[src/rtl/owsm_pkg.sv]
// owsm_pkg: shared types, widths and constants of the omni wheel speed mixer.
// Holds the quarter-wave sine table, built at elaboration by a constant function.
// No dependencies; every rtl module imports it.
`timescale 1ns / 1ps
`default_nettype none

package owsm_pkg;

  // Trig table geometry
  localparam int SINE_TABLE_BITS = 8;
  localparam int TRIG_FRAC_BITS  = 15;
  localparam int SINE_N          = 1 << SINE_TABLE_BITS;
  localparam int IDX_W           = SINE_TABLE_BITS + 1;
  localparam int ROM_W           = TRIG_FRAC_BITS + 1;   // 0 .. 2^T
  localparam int TRIG_W          = TRIG_FRAC_BITS + 2;   // signed sin / cos
  localparam int ANG_W           = 16;
  localparam int OFF_W           = ANG_W - 2;            // offset within a quadrant

  // Field widths
  localparam int VEL_W      = 16;
  localparam int OFS_W      = 10;
  localparam int GAIN_W     = 24;
  localparam int WHEEL_W    = 24;
  localparam int NUM_WHEELS = 4;

  // Datapath widths
  localparam int PROD_W  = VEL_W + TRIG_W;          // velocity * trig
  localparam int ROT_W   = PROD_W + 1;              // robot-frame velocity, Q(T)
  localparam int OW_W    = OFS_W + VEL_W + 1;       // offset * yaw rate
  localparam int SQ3H_W  = 16;
  localparam int T_W     = ROT_W + SQ3H_W;          // 0.866 term
  localparam int A_W     = T_W + 1;                 // halved Q16 mix sum
  localparam int HALF_SH = 14;                      // 0.5 in halved Q16
  localparam int ONE_SH  = 15;                      // 1.0 in halved Q16
  localparam int DW_SH   = TRIG_FRAC_BITS + 12;     // yaw term alignment
  localparam int Q_W     = VEL_W + TRIG_FRAC_BITS + 25;
  localparam int X_SH    = TRIG_FRAC_BITS + 7;      // power-of-two part of divisor
  localparam int X_W     = VEL_W + 17;              // dividend of the /125 step
  localparam int QT_W    = X_W - 6;                 // X / 125 fits here
  localparam int RECIP_W = X_W - 6;
  localparam int SURF_W  = QT_W + 1;                // surface speed, Q8 mm/s
  localparam int PRD_W   = SURF_W + GAIN_W + 1;
  localparam int OUT_SH  = 24;
  localparam int RND_W   = PRD_W - OUT_SH;

  // Divisor 1000 * 2^(T+8) reduces to 125 * 2^(T+7) after common factors
  localparam int SPLIT_DIV = 125;
  localparam logic [Q_W-1:0] ROUND_X =
    Q_W'(SPLIT_DIV) << (TRIG_FRAC_BITS + 6);
  localparam logic [RECIP_W-1:0] RECIP_125 =
    RECIP_W'((64'd1 << X_W) / 64'd125);

  // 0.866 in Q16 is 56754; the mix works on halved coefficients
  localparam logic signed [SQ3H_W-1:0] COEF_SQ3H_HALF = 16'sd28377;

  // Wheel 4 adds the yaw term, the others subtract it
  localparam logic [NUM_WHEELS-1:0] YAW_PLUS = 4'b1000;

  localparam logic signed [WHEEL_W-1:0] SAT_MAX = {1'b0, {(WHEEL_W-1){1'b1}}};
  localparam logic signed [WHEEL_W-1:0] SAT_MIN = {1'b1, {(WHEEL_W-1){1'b0}}};

  // Configuration registers
  localparam int CFG_IDX_W  = 8;
  localparam int CFG_DATA_W = GAIN_W;
  localparam logic [CFG_IDX_W-1:0] CFG_WHEEL_OFFSET = 8'd0;
  localparam logic [CFG_IDX_W-1:0] CFG_RPM_GAIN     = 8'd1;
  localparam logic [OFS_W-1:0]     OFS_RESET        = 10'd150;
  localparam logic [GAIN_W-1:0]    GAIN_RESET       = 24'd1251677;

  localparam logic [63:0] HALF_PI_Q30 = 64'd1686629713;

  // Item types
  typedef struct packed {
    logic signed [VEL_W-1:0] vel_x;
    logic signed [VEL_W-1:0] vel_y;
    logic signed [VEL_W-1:0] yaw_rate;
    logic [ANG_W-1:0]        heading;
  } in_item_t;

  typedef struct packed {
    logic signed [WHEEL_W-1:0] wheel_one;
    logic signed [WHEEL_W-1:0] wheel_two;
    logic signed [WHEEL_W-1:0] wheel_three;
    logic signed [WHEEL_W-1:0] wheel_four;
    logic                      clipped;
  } out_item_t;

  // Between rotation and mixing
  typedef struct packed {
    logic signed [ROT_W-1:0] px;
    logic signed [ROT_W-1:0] py;
    logic signed [OW_W-1:0]  ow;
  } rot_t;

  // Between mixing and scaling: magnitude before /125, and sign
  typedef struct packed {
    logic [NUM_WHEELS-1:0][X_W-1:0] x;
    logic [NUM_WHEELS-1:0]          neg;
  } mix_t;

  typedef logic [SINE_N:0][ROM_W-1:0] sine_rom_t;

  // Quarter-wave sine, Taylor series to x^15 in Q30, floored terms
  function automatic sine_rom_t build_sine();
    sine_rom_t   rom;
    logic [63:0] x;
    logic [63:0] x2;
    logic [63:0] term;
    logic [63:0] prod;
    longint      sum;
    longint      v;
    int          i;
    int          k;
    rom = '0;
    for (i = 0; i <= SINE_N; i++) begin
      x    = (HALF_PI_Q30 * 64'(i)) >> SINE_TABLE_BITS;
      x2   = (x * x) >> 30;
      term = x;
      sum  = longint'(x);
      for (k = 1; k <= 7; k++) begin
        prod = (term * x2) >> 30;
        case (k)
          1:       term = prod / 64'd6;
          2:       term = prod / 64'd20;
          3:       term = prod / 64'd42;
          4:       term = prod / 64'd72;
          5:       term = prod / 64'd110;
          6:       term = prod / 64'd156;
          default: term = prod / 64'd210;
        endcase
        if ((k & 1) != 0) begin
          sum = sum - longint'(term);
        end else begin
          sum = sum + longint'(term);
        end
      end
      if (sum < 0) begin
        sum = 0;
      end
      v = (sum + (longint'(1) <<< (29 - TRIG_FRAC_BITS))) >>> (30 - TRIG_FRAC_BITS);
      if (v > (longint'(1) <<< TRIG_FRAC_BITS)) begin
        v = longint'(1) <<< TRIG_FRAC_BITS;
      end
      rom[i] = ROM_W'(v);
    end
    return rom;
  endfunction

  localparam sine_rom_t SINE_ROM = build_sine();

endpackage

`default_nettype wire

[src/rtl/owsm_mix.sv]
// owsm_mix: four wheel surface speeds from the robot-frame velocity and yaw term.
// Four register stages ending in the rounded magnitude ahead of the /125 step.
// Depends on owsm_pkg.
`timescale 1ns / 1ps
`default_nettype none

module owsm_mix import owsm_pkg::*; (
  input  wire logic clk_i,
  input  wire logic rst_ni,
  input  wire logic valid_i,
  output logic      ready_o,
  input  wire rot_t data_i,
  output logic      valid_o,
  input  wire logic ready_i,
  output mix_t      data_o
);

  logic [3:0] vld_q;
  logic [4:0] adv;

  always_comb begin
    adv[4] = ready_i;
    adv[3] = !vld_q[3] || adv[4];
    adv[2] = !vld_q[2] || adv[3];
    adv[1] = !vld_q[1] || adv[2];
    adv[0] = !vld_q[0] || adv[1];
  end

  assign ready_o = adv[0];
  assign valid_o = vld_q[3];

  always_ff @(posedge clk_i or negedge rst_ni) begin
    if (!rst_ni) begin
      vld_q <= '0;
    end else begin
      if (adv[0]) vld_q[0] <= valid_i;
      if (adv[1]) vld_q[1] <= vld_q[0];
      if (adv[2]) vld_q[2] <= vld_q[1];
      if (adv[3]) vld_q[3] <= vld_q[2];
    end
  end

  // Stage 1: 0.866 term
  logic signed [T_W-1:0]   t_d;
  logic signed [T_W-1:0]   m1_t_q;
  logic signed [ROT_W-1:0] m1_px_q;
  logic signed [OW_W-1:0]  m1_ow_q;

  assign t_d = data_i.py * COEF_SQ3H_HALF;

  always_ff @(posedge clk_i) begin
    if (adv[0]) begin
      m1_t_q  <= t_d;
      m1_px_q <= data_i.px;
      m1_ow_q <= data_i.ow;
    end
  end

  // Stage 2: halved Q16 mix sums, yaw term aligned
  logic signed [A_W-1:0] a_one;
  logic signed [A_W-1:0] a_half;
  logic signed [A_W-1:0] a_d [NUM_WHEELS];
  logic signed [Q_W-1:0] dw_d;

  always_comb begin
    a_one  = A_W'(m1_px_q) <<< ONE_SH;
    a_half = A_W'(m1_px_q) <<< HALF_SH;
    a_d[0] = a_one;
    a_d[1] = A_W'(m1_t_q) - a_half;
    a_d[2] = -A_W'(m1_t_q) - a_half;
    a_d[3] = a_one;
    dw_d   = Q_W'(m1_ow_q) <<< DW_SH;
  end

  logic signed [A_W-1:0] m2_a_q [NUM_WHEELS];
  logic signed [Q_W-1:0] m2_dw_q;

  always_ff @(posedge clk_i) begin
    if (adv[1]) begin
      m2_a_q  <= a_d;
      m2_dw_q <= dw_d;
    end
  end

  // Stage 3: 125 * a -/+ yaw term, as (a << 7) - (a << 2) + a
  logic signed [Q_W-1:0] ae [NUM_WHEELS];
  logic signed [Q_W-1:0] q_d [NUM_WHEELS];

  always_comb begin
    for (int j = 0; j < NUM_WHEELS; j++) begin
      ae[j]  = Q_W'(m2_a_q[j]);
      q_d[j] = (ae[j] <<< 7) - (ae[j] <<< 2) + ae[j]
             + (YAW_PLUS[j] ? m2_dw_q : -m2_dw_q);
    end
  end

  logic signed [Q_W-1:0] m3_q_q [NUM_WHEELS];

  always_ff @(posedge clk_i) begin
    if (adv[2]) begin
      m3_q_q <= q_d;
    end
  end

  // Stage 4: magnitude plus half divisor, power-of-two part of the divide
  logic [Q_W-1:0] mag [NUM_WHEELS];
  logic [Q_W-1:0] rsum [NUM_WHEELS];
  mix_t           mix_d;

  always_comb begin
    for (int j = 0; j < NUM_WHEELS; j++) begin
      mix_d.neg[j] = m3_q_q[j][Q_W-1];
      mag[j]       = mix_d.neg[j] ? Q_W'(-m3_q_q[j]) : Q_W'(m3_q_q[j]);
      rsum[j]      = mag[j] + ROUND_X;
      mix_d.x[j]   = rsum[j][X_SH +: X_W];
    end
  end

  mix_t m4_q;

  always_ff @(posedge clk_i) begin
    if (adv[3]) begin
      m4_q <= mix_d;
    end
  end

  assign data_o = m4_q;

endmodule

`default_nettype wire

[config.mk]
export PLATFORM = sky130hd
export DESIGN_NAME = owsm_mix
export DESIGN_NICKNAME = d
export VERILOG_FILES = /design/src/rtl/owsm_pkg.sv /design/src/rtl/owsm_mix.sv
export SDC_FILE = /design/constraint.sdc
export NUM_CORES = 2
export LEC_CHECK = 0
export BUFFER_PORTS_ARGS = -buffer_cell sky130_fd_sc_hd__clkbuf_2
export CAP_MARGIN = 15
export CORE_MARGIN = 2
export CORE_UTILIZATION = 55
export CTS_BUF_LIST = sky130_fd_sc_hd__clkbuf_4
export CTS_CLUSTER_DIAMETER = 120
export DETAILED_ROUTE_END_ITERATION = 10
export PLACE_DENSITY_LB_ADDON = 0.25
export RECOVER_POWER = 50
export SETUP_SLACK_MARGIN = 0.2
export SYNTH_ARGS = -nofsm -noshare
export SYNTH_HDL_FRONTEND = slang
export SYNTH_SLANG_ARGS = --single-unit
[constraint.sdc]
create_clock -name clk_i -period 14.18 [get_ports clk_i]
set_clock_uncertainty 0.05 [all_clocks]
set_input_delay 1.418 -clock clk_i [delete_from_list [all_inputs] [get_ports clk_i]]
set_output_delay 1.418 -clock clk_i [all_outputs]
set_load 0.02 [all_outputs]
-- Yosys cells after proc, flatten, opt, wreduce, memory -nomap -nowiden
Cells that the tools add are included.
- flip-flop bits (word level): 638
- bits in latches: 0
- RAM bits: 0
- memory bits (read-only): 0
- input port bits: 99
- output and inout bits: 138
- word-level logic and storage cells: 55
- memories kept: 0
- add/sub/neg operators: 22
- multiply operators: 1
- div/mod/pow operators: 0
- $lt $le $gt $ge: 0
- equal/unequal tests: 0
- shifts and indexed selects: 0
- mux-type cells: 4
- bitwise logic cells: 0
- reductions and logical operators: 8
- operators by type and width (cell ; number):
    adder 55 x 28 -> 55 bit (second input constant) ; 4
    two-way mux 55 bit ; 4
    negator 55 bit ; 4
    adder 56 bit ; 3
    adder 56 x 51 -> 56 bit ; 2
    subtractor 56 x 53 -> 56 bit ; 2
    adder 56 x 49 -> 56 bit ; 1
    adder 56 x 54 -> 56 bit ; 1
    negator 54 -> 56 bit ; 1
    subtractor 56 x 51 -> 56 bit ; 1
    negator 50 -> 51 bit ; 1
    subtractor 50 x 48 -> 51 bit ; 1
    subtractor 51 x 48 -> 51 bit ; 1
    multiplier 34 x 16 -> 50 bit (second input constant) ; 1
    zero test 1 bit ; 4
    logical OR 1 bit ; 4

-- Depth between registers and ports, before layout
- word-level depth: 5
- gate-level depth with buffers: 27
- depth with buffers taken out: 27

-- Worst setup path after synthesis
Ideal clock, no wire load.
- kind: input-to-reg
- start point: input port data_i[32] in the netlist's numbering
- end point: register m1_t_q[49] (data pin)
- library setup time: 0.260 ns
- arrival: 6.919 ns
- required time: 13.870 ns
- path slack: 6.952 ns
- stages: 23
- buffers on the path: 0
- path through: ha_1 inv_1 fa_1 inv_1 fa_1 inv_1 fa_1 inv_1 fa_1 inv_1 fa_1 inv_1 ha_1 nand3_1 a31oi_1 o21ai_0 o41ai_1 a21oi_1 o31ai_1 a21oi_1 o21ai_0 a21oi_1 xnor2_1
- word-level cells in the longest chain between the ends: 1
- RTL lines (what ; line ; source):
    start, declared ; owsm_mix.sv:12 ; input wire rot_t data_i,
    multiplier 34 x 16 -> 50 bit ; owsm_mix.sv:49 ; assign t_d = data_i.py * COEF_SQ3H_HALF;
    net t_d[49] ; owsm_mix.sv:44 ; logic signed [T_W-1:0] t_d;
    end signal, assigned ; owsm_mix.sv:53 ; m1_t_q <= t_d;
    end, declared ; owsm_mix.sv:45 ; logic signed [T_W-1:0] m1_t_q;
The timed path passes the listed nets, and every way through them passes these cells.
A chain may end at the register's enable or synchronous reset.

-- Worst setup path after layout
Ends and elaborated chain as after synthesis.

==> reports/metrics.csv <==
stage,metric,value,unit
outcome,status,"finished, violations left",
outcome,failing checks,"capacitance limit, slew limit",
grt,first-pass GRT wire length,208.8,mm
sta,Tcrit/Tclk final,52.20,%
cts,setup bufs post-CTS,0,
critical_path,crit-path max FO,6,
cts,root buffer cell,clkbuf_4,
sta,max frequency,0.1351,GHz
critical_path,worst r2r src,ae[16]$_DFFE_PP_,
cts,hold_buf cts,0,
critical_path,CP Data Arrival Time,8.08,ns
grt,grt met3 use,2.740,%
cts,clock buffer depth,3,
sta,Worst Tran Pin Value,4.427,ns
cts,clk sinks,593,
detailed_routing,drt first pass iters,6,
sta,Hold Fails Final Rpt,0,
critical_path,Reg2Reg Capture Point,m3_q_q[52]$_DFFE_PP_,
cts,post_cts resized,0,
critical_path,worst reg-to-reg path cell count,26,
floorplan,# rows,117,
worst_hold_path,hold crit path type,in -> async,
floorplan,Core Box Area,0.1022,mm²
synth,synth warn,0,
synth,Post-synth EDFFs,589,
synth,synthesized area per cell,9.985,µm²
synth,Synth Instances,5698,
synth,Yosys cell types,96,
cts,TritonCTS clock tree,yes,
detailed_routing,residual DRC count,0,
critical_path,Crit. End Element,register,
cts,CTS H-tree lvls,4,
critical_path,critical path endpoint,m1_t_q[49]$_DFFE_PP_,
synth,post-synthesis sequential area ratio,31.26,%
grt,Tot GR Track Use,24.72,%
cells_and_area,fin nets,7116,
synth,Post-Syn Area,0.05689,mm²
floorplan,DIE AREA,0.1060,mm²
synth,ys async rst share,0.6745,%
flow_run,max_cap viols,10,
cts,cts bufs inserted,147,
floorplan,Die Height,325.6,µm
floorplan,Initial Utilization,55.68,%
sta,"Slew Viols, Final",592,
critical_path,crit path launch,data_i[32],
cts,Clock Latency Late Sink,1.00,ns
cells_and_area,# fillers,8848,
detailed_routing,DRT antenna net count,0,
detailed_routing,vias after detailed routing,40680,
critical_path,Register-to-Register Setup Slack,7.34,ns
grt,vias in the first global route,39210,
critical_path,startpoint types,input port,
placement,RePlAce Congestion,0.9559,
synth,Synthesized Nets,6825,
critical_path,Worst Path Required,14.86,ns
floorplan,I/O pin count,237,
cells_and_area,Multi-input gate area,0.03466,mm²
cells_and_area,layout cells sized above 1,7.896,%
placement,number of buffer cells added on primary ports,236,
synth,ys flop type,edfxtp_1,
sta,final setup violation count,0,
grt,initial antenna violation count,3,
grt,GRT overflow,0,
detailed_routing,final WL,131.7,mm
critical_path,worst setup path class,in -> reg,
grt,GR Util met2,38.12,%
grt,most used routing layer,met2,
detailed_routing,wire per inst,17.64,µm
sta,Slew Limit Headroom,-195.1,%
sta,setup TNS,0,ns
grt,pin count of the biggest net entering global routing,89,
placement,hpwl dp,110.2,mm
grt,met1 GRT Util,36.43,%
detailed_routing,DRT iter0 DRCs,3046,
detailed_routing,via-per-instance ratio,5.452,
floorplan,Die Wd,325.6,µm
cells_and_area,Area Growth Syn to Fin,7.799,%
synth,Yosys reg bits,593,
cts,Clock Pin Slew Worst Setup and Hold Paths,0.07,ns
sta,Period minus WS final,7.402,ns
cells_and_area,register area,0.01779,mm²
sta,RSZ-0062 raised after global routing,no,
synthesized netlist by cell type (11+ instances only):
library cell | n | area share (%)
fa_1 | 435 | 15
a31oi_1 | 49 | 0.54
o31ai_1 | 28 | 0.37
a221oi_1 | 13 | 0.20
o41ai_1 | 21 | 0.32
nor3_1 | 71 | 0.62
xnor2_1 | 376 | 5.8
o21ai_0 | 217 | 1.9
a31o_2 | 11 | 0.17
o22ai_1 | 22 | 0.24
or4_1 | 13 | 0.17
o21a_1 | 51 | 0.67
and4_1 | 15 | 0.23
edfxtp_1 | 589 | 31
or3_1 | 38 | 0.42
nor2b_1 | 52 | 0.57
a211oi_1 | 41 | 0.54
nand3_1 | 87 | 0.77
inv_1 | 1073 | 7.1
o21bai_1 | 52 | 0.69
nand2b_1 | 57 | 0.63
nor4_1 | 35 | 0.38
or2_2 | 31 | 0.34
nand2_1 | 253 | 1.7
a21oi_1 | 354 | 3.1
and3_1 | 40 | 0.44
a32oi_1 | 11 | 0.17
o211ai_1 | 16 | 0.21
nand4_1 | 58 | 0.64
clkbuf_1 | 92 | 0.61
ha_1 | 593 | 13
and2_1 | 17 | 0.19
xor2_1 | 196 | 3.0
nor2_1 | 290 | 1.9
o31a_1 | 13 | 0.20
nand3b_1 | 17 | 0.22
a21o_1 | 185 | 2.4
through the flow:
stage / area [µm²] / util, % / hold slack (ns) / cells / setup WS [ns]
floorplan: 56890 / - / 0.3503 / 5698 / 6.952
global placement: 59470 / 58.20 / 0.3512 / 7208 / 5.840
detailed placement: 59470 / 58.20 / 0.3545 / 7208 / 5.816
CTS: 61440 / 60.13 / 0.06030 / 7460 / 6.949
global route: 61330 / 60.02 / 0.1386 / 7461 / 6.360
finish: 61330 / 60.02 / 0.2057 / 7462 / 6.778
layout by cell type, fill, tap and decap left out, drive strengths merged, types with 223 or more instances in the layout:
cell type	netlist	final
inv	1073	1077
ha	593	593
edfxtp	589	589
fa	435	435
clkbuf	93	434
xnor2	376	376
a21oi	354	354
nor2	291	291
nand2	253	253
o21ai	223	223
area by class of cell:
cell class	count	area share [%]
multi-input cells	3926	56.51
flip-flops and latches	593	29.00
inverters	1073	6.569
well taps	1368	2.791
clock buffers	189	2.314
repair buffers	248	1.897
clock inverters	63	0.9099
diodes	2	0.008161
critical path, cell delays in order:
cell	delay [ns]
clkbuf_2	0.17
ha_1	0.31
inv_1	0.08
fa_1	0.50
inv_1	0.05
fa_1	0.49
inv_1	0.05
fa_1	0.47
inv_1	0.05
fa_1	0.52
inv_1	0.05
fa_1	0.53
inv_1	0.04
ha_1	0.36
nand3_1	0.14
a31oi_1	0.23
o21ai_0	0.22
o41ai_1	0.87
a21oi_1	0.34
o31ai_1	0.55
a21oi_1	0.21
o21ai_0	0.20
a21oi_1	0.10
xnor2_1	0.12
state kept, by name, summed over array words and instances, names as in the netlist:
name and count:
m3_q_q 180, data_o 136, ae 135, m1_t_q 50, m1_px_q 34, m1_ow_q 27, m2_dw_q 27, vld_q 4
per-layer routing:
layer,vias to the layer above,routed length [µm]
li1,20140,-
met1,19210,63720
met2,1158,57710
met3,170,6523
met4,2,3672
met5,-,16
cells by family after synthesis:
family                   Yosys count  synth area share (%)
flip-flops                       593                 31.26
adder cells (fa/ha/maj)         1036                 28.49
AND/OR/NAND/NOR                 1107                 9.787
AO/OA/AOI/OAI                   1198                 13.57
buffers and inverters           1179                 7.842
XOR/XNOR                         572                 8.806
multiplexers                      13                0.2419
worst min-delay path by stage:
stage                          start  slack [ns]                     to
2_1_floorplan   m1_ow_q[0]$_DFFE_PP_        0.35  m2_dw_q[27]$_DFFE_PP_
3_3_place_gp    m1_ow_q[0]$_DFFE_PP_        0.35  m2_dw_q[27]$_DFFE_PP_
3_5_place_dp   m1_ow_q[22]$_DFFE_PP_        0.35  m2_dw_q[49]$_DFFE_PP_
4_1_cts                       rst_ni        0.06   vld_q[0]$_DFFE_PN0P_
5_1_grt                       rst_ni        0.14   vld_q[3]$_DFFE_PN0P_
6_report                      rst_ni        0.21   vld_q[0]$_DFFE_PN0P_
Power is not shown: default switching activity piles up to over one toggle a cycle in this logic, so the estimate is an artifact.
